### config.mk
export PLATFORM = sky130hd
export DESIGN_NAME = nfa_regex_matcher_top
export DESIGN_NICKNAME = d
export VERILOG_FILES = /design/src/design/nfarm_pkg.sv /design/src/design/nfa_regex_matcher_top.sv /design/src/design/nfarm_table.sv /design/src/design/nfarm_worklist.sv
export SDC_FILE = /design/constraint.sdc
export NUM_CORES = 2
export LEC_CHECK = 0
export BUFFER_PORTS_ARGS = -buffer_cell sky130_fd_sc_hd__buf_2
export CORE_UTILIZATION = 57
export CTS_CLUSTER_SIZE = 25
export DETAILED_ROUTE_END_ITERATION = 7
export PLACE_DENSITY_LB_ADDON = 0.05
export SLEW_MARGIN = 20
export SYNTH_ARGS = -nofsm -noshare
export SYNTH_HDL_FRONTEND = slang
export SYNTH_SLANG_ARGS = --single-unit
### constraint.sdc
create_clock -name i_clk -period 5.95 [get_ports i_clk]
set_clock_uncertainty 0.1 [all_clocks]
set_input_delay 0.2975 -clock i_clk [delete_from_list [all_inputs] [get_ports i_clk]]
set_output_delay 0.2975 -clock i_clk [all_outputs]
set_load 0.1 [all_outputs]
### src/design/nfarm_pkg.sv
// ----------------------------------------------------------------------------
// nfarm_pkg
// Shared constants and types for the NFA regex matcher: state-index widths,
// request function codes, configuration indexes, table entry and worklist control.
// ----------------------------------------------------------------------------
package nfarm_pkg;

    // NFA size
    localparam int NUM_STATES = 64;
    localparam int IDX_W      = $clog2(NUM_STATES);
    localparam int PTR_W      = IDX_W + 1;

    // request function codes (carried on tuser)
    localparam logic [1:0] FN_WRITE = 2'd0;
    localparam logic [1:0] FN_START = 2'd1;
    localparam logic [1:0] FN_CHAR  = 2'd2;

    // configuration register indexes
    localparam logic CFG_START  = 1'b0;
    localparam logic CFG_ACCEPT = 1'b1;

    // one transition table entry, 29 bits
    typedef struct packed {
        logic [IDX_W-1:0] eps_second;
        logic [IDX_W-1:0] eps_first;
        logic [1:0]       eps_count;
        logic [IDX_W-1:0] label_target;
        logic             has_label;
        logic [7:0]       label;
    } t_entry;

    // worklist control from the sequencer
    typedef struct packed {
        logic             clear;
        logic             push;
        logic [IDX_W-1:0] push_idx;
        logic             pop;
    } t_wl_ctrl;

endpackage

### src/design/nfa_regex_matcher_top.sv
// Write request: stored in the table, no result.
// Start request: epsilon closure of the start state, then result.
// Char request: label scan over the table memory, then the epsilon closure
// of the states reached, then result; one request at a time.
// Reset clears the active set, the configuration and the handshake state;
// the transition table holds nothing valid until written.
// ----------------------------------------------------------------------------
// nfa_regex_matcher_top
// Thompson NFA simulation: sequencer over the transition table memory and
// the closure work queue, holding the active and visited sets in registers.
// ----------------------------------------------------------------------------
module nfa_regex_matcher_top (
    input  logic        i_clk,
    input  logic        i_rst_n,
    // request channel
    input  logic        i_s_tvalid,
    output logic        o_s_tready,
    // [5:0] entry_index, [13:6] entry_label, [14] entry_has_label,
    // [20:15] entry_label_target, [22:21] entry_eps_count, [28:23] eps_first,
    // [34:29] eps_second, [42:35] in_char, [47:43] zero
    input  logic [47:0] i_s_tdata,
    input  logic [1:0]  i_s_tuser,   // [1:0] func
    // result channel
    output logic        o_m_tvalid,
    input  logic        i_m_tready,
    output logic [7:0]  o_m_tdata,   // [0] matched, [1] dead, [7:2] zero
    // configuration
    input  logic        i_cfg_we,
    input  logic        i_cfg_idx,
    input  logic [5:0]  i_cfg_wdata
);

    localparam int IW = nfarm_pkg::IDX_W;
    localparam int NS = nfarm_pkg::NUM_STATES;

    typedef enum logic [7:0] {
        ST_IDLE   = 8'b0000_0001,
        ST_SCAN   = 8'b0000_0010,
        ST_Q_RD   = 8'b0000_0100,
        ST_Q_WAIT = 8'b0000_1000,
        ST_EPS0   = 8'b0001_0000,
        ST_EPS1   = 8'b0010_0000,
        ST_REPORT = 8'b0100_0000
    } t_state;

    t_state              r_state, n_state;
    logic [IW-1:0]       r_cfg_start, n_cfg_start;
    logic [IW-1:0]       r_cfg_accept, n_cfg_accept;
    logic [NS-1:0]       r_active, n_active;
    logic [NS-1:0]       r_visited, n_visited;
    logic [7:0]          r_char, n_char;
    logic [IW:0]         r_scan, n_scan;
    logic [IW-1:0]       r_eval_idx, n_eval_idx;
    logic                r_eval_vld, n_eval_vld;
    logic                r_m_valid, n_m_valid;
    logic                r_matched, n_matched;
    logic                r_dead, n_dead;

    logic                s_accept;
    nfarm_pkg::t_entry   s_wr_entry;
    logic                s_tbl_wr;
    logic                s_tbl_rd;
    logic [IW-1:0]       s_tbl_addr;
    nfarm_pkg::t_entry   s_tbl_q;
    nfarm_pkg::t_wl_ctrl s_wl;
    logic                s_wl_empty;
    logic [IW-1:0]       s_wl_idx;

    // request unpacking
    assign s_wr_entry.label        = i_s_tdata[13:6];
    assign s_wr_entry.has_label    = i_s_tdata[14];
    assign s_wr_entry.label_target = i_s_tdata[20:15];
    assign s_wr_entry.eps_count    = i_s_tdata[22:21];
    assign s_wr_entry.eps_first    = i_s_tdata[28:23];
    assign s_wr_entry.eps_second   = i_s_tdata[34:29];

    assign o_s_tready = (r_state == ST_IDLE);
    assign s_accept   = i_s_tvalid & o_s_tready;

    nfarm_table u_table (
        .i_clk      (i_clk),
        .i_wr_en    (s_tbl_wr),
        .i_wr_addr  (i_s_tdata[5:0]),
        .i_wr_entry (s_wr_entry),
        .i_rd_en    (s_tbl_rd),
        .i_rd_addr  (s_tbl_addr),
        .o_rd_entry (s_tbl_q)
    );

    nfarm_worklist u_worklist (
        .i_clk     (i_clk),
        .i_rst_n   (i_rst_n),
        .i_ctrl    (s_wl),
        .o_empty   (s_wl_empty),
        .o_pop_idx (s_wl_idx)
    );

    // sequencer
    always_comb begin
        n_state      = r_state;
        n_cfg_start  = r_cfg_start;
        n_cfg_accept = r_cfg_accept;
        n_active     = r_active;
        n_visited    = r_visited;
        n_char       = r_char;
        n_scan       = r_scan;
        n_eval_idx   = r_eval_idx;
        n_eval_vld   = r_eval_vld;
        n_m_valid    = r_m_valid;
        n_matched    = r_matched;
        n_dead       = r_dead;
        s_tbl_wr     = 1'b0;
        s_tbl_rd     = 1'b0;
        s_tbl_addr   = r_scan[IW-1:0];
        s_wl         = '0;

        // configuration writes
        if (i_cfg_we) begin
            unique case (i_cfg_idx)
                nfarm_pkg::CFG_START:  n_cfg_start  = i_cfg_wdata;
                nfarm_pkg::CFG_ACCEPT: n_cfg_accept = i_cfg_wdata;
                default: ;
            endcase
        end

        // result taken downstream
        if (r_m_valid && i_m_tready) begin
            n_m_valid = 1'b0;
        end

        unique case (r_state)
            ST_IDLE: begin
                if (s_accept) begin
                    unique case (i_s_tuser)
                        nfarm_pkg::FN_WRITE: begin
                            s_tbl_wr = 1'b1;
                        end
                        nfarm_pkg::FN_START: begin
                            n_visited              = '0;
                            n_visited[r_cfg_start] = 1'b1;
                            s_wl.clear             = 1'b1;
                            s_wl.push              = 1'b1;
                            s_wl.push_idx          = r_cfg_start;
                            n_state                = ST_Q_RD;
                        end
                        nfarm_pkg::FN_CHAR: begin
                            n_visited  = '0;
                            s_wl.clear = 1'b1;
                            n_char     = i_s_tdata[42:35];
                            n_scan     = '0;
                            n_eval_vld = 1'b0;
                            n_state    = ST_SCAN;
                        end
                        default: ;
                    endcase
                end
            end
            ST_SCAN: begin
                // read entry r_scan, test the previously read entry from the registered read data
                s_tbl_rd   = ~r_scan[IW];
                n_scan     = r_scan + {{IW{1'b0}}, 1'b1};
                n_eval_idx = r_scan[IW-1:0];
                n_eval_vld = ~r_scan[IW];
                if (r_eval_vld && r_active[r_eval_idx] && s_tbl_q.has_label &&
                    (s_tbl_q.label == r_char) && !r_visited[s_tbl_q.label_target]) begin
                    n_visited[s_tbl_q.label_target] = 1'b1;
                    s_wl.push                       = 1'b1;
                    s_wl.push_idx                   = s_tbl_q.label_target;
                end
                if (r_scan[IW]) begin
                    n_state = ST_Q_RD;
                end
            end
            ST_Q_RD: begin
                if (s_wl_empty) begin
                    n_state = ST_REPORT;
                end else begin
                    s_wl.pop = 1'b1;
                    n_state  = ST_Q_WAIT;
                end
            end
            ST_Q_WAIT: begin
                s_tbl_rd   = 1'b1;
                s_tbl_addr = s_wl_idx;
                n_state    = ST_EPS0;
            end
            ST_EPS0: begin
                if ((s_tbl_q.eps_count != 2'd0) && !r_visited[s_tbl_q.eps_first]) begin
                    n_visited[s_tbl_q.eps_first] = 1'b1;
                    s_wl.push                    = 1'b1;
                    s_wl.push_idx                = s_tbl_q.eps_first;
                end
                n_state = ST_EPS1;
            end
            ST_EPS1: begin
                // count already clamped to two in the table
                if (s_tbl_q.eps_count[1] && !r_visited[s_tbl_q.eps_second]) begin
                    n_visited[s_tbl_q.eps_second] = 1'b1;
                    s_wl.push                     = 1'b1;
                    s_wl.push_idx                 = s_tbl_q.eps_second;
                end
                n_state = ST_Q_RD;
            end
            ST_REPORT: begin
                // wait for a free output register
                if (!r_m_valid || i_m_tready) begin
                    n_m_valid = 1'b1;
                    n_matched = r_visited[r_cfg_accept];
                    n_dead    = ~|r_visited;
                    n_active  = r_visited;
                    n_state   = ST_IDLE;
                end
            end
            default: begin
                n_state = ST_IDLE;
            end
        endcase
    end

    // control and set registers
    always_ff @(posedge i_clk) begin
        if (!i_rst_n) begin
            r_state      <= ST_IDLE;
            r_cfg_start  <= '0;
            r_cfg_accept <= '0;
            r_active     <= '0;
            r_visited    <= '0;
            r_scan       <= '0;
            r_eval_vld   <= 1'b0;
            r_m_valid    <= 1'b0;
        end else begin
            r_state      <= n_state;
            r_cfg_start  <= n_cfg_start;
            r_cfg_accept <= n_cfg_accept;
            r_active     <= n_active;
            r_visited    <= n_visited;
            r_scan       <= n_scan;
            r_eval_vld   <= n_eval_vld;
            r_m_valid    <= n_m_valid;
        end
    end

    // payload registers
    always_ff @(posedge i_clk) begin
        r_char     <= n_char;
        r_eval_idx <= n_eval_idx;
        r_matched  <= n_matched;
        r_dead     <= n_dead;
    end

    assign o_m_tvalid = r_m_valid;
    assign o_m_tdata  = {6'd0, r_dead, r_matched};

endmodule

### src/design/nfarm_table.sv
// ----------------------------------------------------------------------------
// nfarm_table
// Transition table memory: one entry per NFA state, one write port, one
// synchronous read port with registered data that holds between reads.
// ----------------------------------------------------------------------------
module nfarm_table (
    input  logic                       i_clk,
    input  logic                       i_wr_en,
    input  logic [nfarm_pkg::IDX_W-1:0] i_wr_addr,
    input  nfarm_pkg::t_entry          i_wr_entry,
    input  logic                       i_rd_en,
    input  logic [nfarm_pkg::IDX_W-1:0] i_rd_addr,
    output nfarm_pkg::t_entry          o_rd_entry
);

    nfarm_pkg::t_entry r_mem [nfarm_pkg::NUM_STATES];
    nfarm_pkg::t_entry r_rd_entry;
    nfarm_pkg::t_entry s_wr_entry;

    // an epsilon count of three is stored as two
    always_comb begin
        s_wr_entry = i_wr_entry;
        if (i_wr_entry.eps_count == 2'd3) begin
            s_wr_entry.eps_count = 2'd2;
        end
    end

    always_ff @(posedge i_clk) begin
        if (i_wr_en) begin
            r_mem[i_wr_addr] <= s_wr_entry;
        end
        if (i_rd_en) begin
            r_rd_entry <= r_mem[i_rd_addr];
        end
    end

    assign o_rd_entry = r_rd_entry;

endmodule

### src/design/nfarm_worklist.sv
// ----------------------------------------------------------------------------
// nfarm_worklist
// Closure work queue: FIFO of state indexes in a memory. Each state enters at
// most once per closure, so the pointers never wrap between clears.
// ----------------------------------------------------------------------------
module nfarm_worklist (
    input  logic                        i_clk,
    input  logic                        i_rst_n,
    input  nfarm_pkg::t_wl_ctrl         i_ctrl,
    output logic                        o_empty,
    output logic [nfarm_pkg::IDX_W-1:0] o_pop_idx
);

    logic [nfarm_pkg::IDX_W-1:0] r_mem [nfarm_pkg::NUM_STATES];
    logic [nfarm_pkg::IDX_W-1:0] r_pop_idx;
    logic [nfarm_pkg::PTR_W-1:0] r_wp, n_wp;
    logic [nfarm_pkg::PTR_W-1:0] r_rp, n_rp;
    logic [nfarm_pkg::PTR_W-1:0] s_wr_ptr;

    // pointer update; a clear with a push lands the push in slot zero
    always_comb begin
        s_wr_ptr = i_ctrl.clear ? '0 : r_wp;
        n_wp     = s_wr_ptr + {{(nfarm_pkg::PTR_W-1){1'b0}}, i_ctrl.push};
        n_rp     = i_ctrl.clear ? '0 : r_rp + {{(nfarm_pkg::PTR_W-1){1'b0}}, i_ctrl.pop};
    end

    always_ff @(posedge i_clk) begin
        if (!i_rst_n) begin
            r_wp <= '0;
            r_rp <= '0;
        end else begin
            r_wp <= n_wp;
            r_rp <= n_rp;
        end
    end

    // storage, read data registered
    always_ff @(posedge i_clk) begin
        if (i_ctrl.push) begin
            r_mem[s_wr_ptr[nfarm_pkg::IDX_W-1:0]] <= i_ctrl.push_idx;
        end
        if (i_ctrl.pop) begin
            r_pop_idx <= r_mem[r_rp[nfarm_pkg::IDX_W-1:0]];
        end
    end

    assign o_empty   = (r_rp == r_wp);
    assign o_pop_idx = r_pop_idx;

endmodule

==> run_results.csv <==
group,metric,value,unit
status,status,"complete, no violations",
floorplanning,start_util,57.6,%
grt,globalRouteOverflowTotal,0,
setup_path,rr_endpoint,"u_worklist.r_mem[45][1]",
hold_path,hold_path_end,"u_table.r_mem[24][2]",
setup_path,timing.critical_path.arrival,5.37,ns
synthesis,number_of_enable_type_register_cells_in_the_synthesized_netlist,2291,
setup_path,startpoint_type,"flop",
cts,clock_insertion_delay_worst_skew,0.89,ns
setup_path,timing.critical_path.required,6.35,ns
sta,fin_crit,4.97,ns
setup_path,reg2reg_from,"u_table.o_rd_entry[24]",
flow_run,drv_cap,0,
floorplanning,ios,72,
synthesis,synth_seq_area_share,72.0,%
cells_and_area,final_common_cell,"sky130_fd_sc_hd__edfxtp_1",
cts,cts-root-to-sink-buffers,3,
hold_path,min_path_cells,2,
floorplanning,die_height,421,um
pwr,cellPowerDensity,309,nW/um^2
place,place_area,104000,sq um
cts,tritoncts,"yes",
sta,setup_viol,0,
cts,number_of_cts_inserted_buffers,237,
cells_and_area,layout_common_cells,"2291 x sky130_fd_sc_hd__edfxtp_1, 980 x sky130_fd_sc_hd__nand2_1, 656 x sky130_fd_sc_hd__mux2i_1",
grt,met2_usage,46.2,%
setup_path,path_buf_inv,2,
cells_and_area,fin_area,113000,sq um
setup_path,critical_path.cell_chain,"buf_4 -> mux2i_1 -> o211ai_1 -> a211oi_1 -> o211ai_1 -> nor4_2 -> buf_4 -> or3_1 -> o211ai_4 -> nor4_1",
sta,hold_viol,0,
routing,wl_per_cell,30.1,um
synthesis,synth_cells,6625,
grt,pin_count_of_the_biggest_net_entering_global_routing,143,
floorplanning,rows,153,
grt,gr-usage-met3,6.21,%
setup_path,critPathKind,"reg -> reg",
synthesis,netlist_area,100000,sq um
routing,vias_per_cell,6.51,
cts,clock-sinks,2461,
grt,grt_most_used_layer,"met1",
sta,timing.slew.headroom,23.1,%
sta,maxSlewViolCount,0,
setup_path,r2r_setup_slk,0.98,ns
floorplanning,floorplan.core_area,174000,sq um
floorplanning,die_w,421,um
synthesis,synth_ff_type,"sky130_fd_sc_hd__edfxtp_1",
synthesis,ys_ff_latch,2461,
grt,initial_antenna_violation_count,16,
cells_and_area,area_grow_syn2layout,12.4,%
setup_path,critPathSlowestCell,"sky130_fd_sc_hd__edfxtp_1",
routing,drtIter0Drc,8081,
cts,cts.repair_timing.setup_buffer_count,0,
place,place.gp.congestion,1.02,
place,pre_cts_slack,0.831,ns
cts,root_buffer,"sky130_fd_sc_hd__clkbuf_16",
pwr,leakage_dissipation,39.4,nW
sta,setup_total_negative_slack,0,ns
hold_path,timing.hold.worst.start,"i_s_tdata[8]",
grt,track_usage,31.2,%
hold_path,hp-class,"in -> reg",
grt,grt_util_met1,47.0,%
grt,vias_in_the_first_global_route,56800,
setup_path,largest_driver_fanout_on_the_critical_path,23,
setup_path,critPathTopFamily,"simple AND/OR/NAND/NOR gates",
cells_and_area,drive_gt1_share,13.8,%
cts,clkTransAtPathRegs,0.06,ns
synthesis,synthesis.yosys.warnings,0,
cts,h-tree-depth,4,
routing,drt_wl_total,280000,um
setup_path,timing.reg2reg.worst_path_depth,10,
cells_and_area,nets_final,6824,
routing,antenna_left,0,
place,detailed_place_hpwl,163000,um
sta,max_freq,0.201,GHz
synthesis,postSynth.asyncResetShare,0,%
pwr,max_vdd_drop,0.000320,V
synthesis,synth.avg_cell_area,15.1,sq um
sta,rsz0062_at_grt,"false",
sta,final.period_utilization,83.6,%
sta,tightestPinTransition,1.15,ns
synthesis,synth_cell_types,82,
routing,num_vias,60400,
place,portBuffers,60,
grt,first_pass_grt_wire_length,402000,um
setup_path,slowest_delay,1.03,ns
cells_and_area,fill_cells,12400,
floorplanning,floorplan.die_area,178000,sq um
routing,drt_pass1_iterations,8,
routing,drt_drc_violations_left,0,
sta,worst_slack,0.979,ns
setup_path,worst_setup_path_end_kind,"flop",
cells in the mapped netlist, drive strengths merged (42+ instances only):
master,count,area share (%)
buf,153,0.77
a21boi,72,0.54
o21ai,204,1.0
nor4,49,0.35
dfxtp,170,3.4
a211oi,42,0.31
nand2,986,3.7
o22ai,265,1.7
edfxtp,2291,69
a31oi,66,0.41
nand3,331,1.7
mux4,178,4.0
nand4,99,0.62
mux2i,660,6.6
clkbuf,301,1.1
nor2,172,0.64
a21oi,46,0.23
where the power goes:
group          internal [W]  switching, W  leakage [nW]  total, W
Sequential           0.0189      0.000123          21.6    0.0190
Combinational      0.000332      0.000779          14.2   0.00111
Clock               0.00826       0.00645          3.69    0.0147
per-stage QoR:
stage	hold WS, ns	utilization, %	instances	total power [W]
after global routing	0.0401	64.7	9277	0.0357
after floorplan	0.296	-	6630	0.0199
after global placement	0.347	59.9	8782	0.0204
final	0.0261	64.7	9281	0.0349
after CTS	0.00253	64.5	9267	0.0350
after detailed placement	0.357	59.9	8784	0.0205
worst reg2reg max path: cells and delay by family (launching register included):
kind                   cells  cell delay, ns
AO/OA/AOI/OAI              4            0.92
buffers and inverters      2            0.58
flip-flops                 1            1.03
multiplexers               1            0.21
AND/OR/NAND/NOR            3            1.74
area by class of cell:
type	instances	area (sq um)	area share, %
sequential	2461	72200	64.1
clock buffer	297	6220	5.52
clock inverter	140	1350	1.20
inverter	23	87.6	0.0777
antenna	4	10.0	0.00888
timing repair buffer	339	2920	2.59
tap	2325	2910	2.58
multi-input combinational	3692	27000	24.0
logic make-up (layout without fill, tap and decap cells):
family	Yosys count	count (layout)	synth area share (%)
buffers and inverters	477	799	1.99
AO/OA/AOI/OAI	954	954	6.57
XOR/XNOR	32	32	0.279
AND/OR/NAND/NOR	1843	1843	8.35
flip-flops	2461	2461	72.0
other	1	10	0.00374
adder cells (fa/ha/maj)	8	8	0.0998
multiplexers	849	849	10.7
routing by layer:
| metal | part of all wire (%) | up-vias |
|---|---|---|
| met2 | 45 | 3013 |
| met1 | 42 | 30700 |
| met3 | 9.8 | 495 |
| li1 | - | 26200 |
| met5 | 0.014 | - |
| met4 | 3.0 | 6 |
what timing repair did:
action / 4_1_cts / 5_1_grt
endpoints found under the hold margin: 425 / 256
endpoints found under the setup margin: 0 / 0
hold buffers: 46 / 4
gates resized for setup: 0 / 0
flip-flops by register name (all words and copies together) (netlist names), 6 cells and up:
register and cells:
u_table.r_mem 1856, u_worklist.r_mem 384, r_active 64, r_visited 64, u_table.o_rd_entry 29, r_char 8, r_scan 7, r_state 7
u_worklist.r_rp 7, u_worklist.r_wp 7, r_cfg_accept 6, r_cfg_start 6, r_eval_idx 6, u_worklist.o_pop_idx 6
how the worst max path moves through the flow:
stage,slack [ns],to,from,cells past startpoint
detailed placement,0.83,u_worklist.r_mem[43][3],u_table.o_rd_entry[10],9
global placement,0.84,u_worklist.r_mem[59][4],u_table.o_rd_entry[10],9
finish,0.98,u_worklist.r_mem[45][1],u_table.o_rd_entry[24],10
CTS,0.82,u_worklist.r_mem[43][1],u_table.o_rd_entry[24],10
global route,0.77,u_worklist.r_mem[45][1],u_table.o_rd_entry[24],10
floorplan,0.24,u_worklist.r_mem[0][0],u_table.o_rd_entry[10],9
Note: power is estimated with default switching activity, not from simulation.
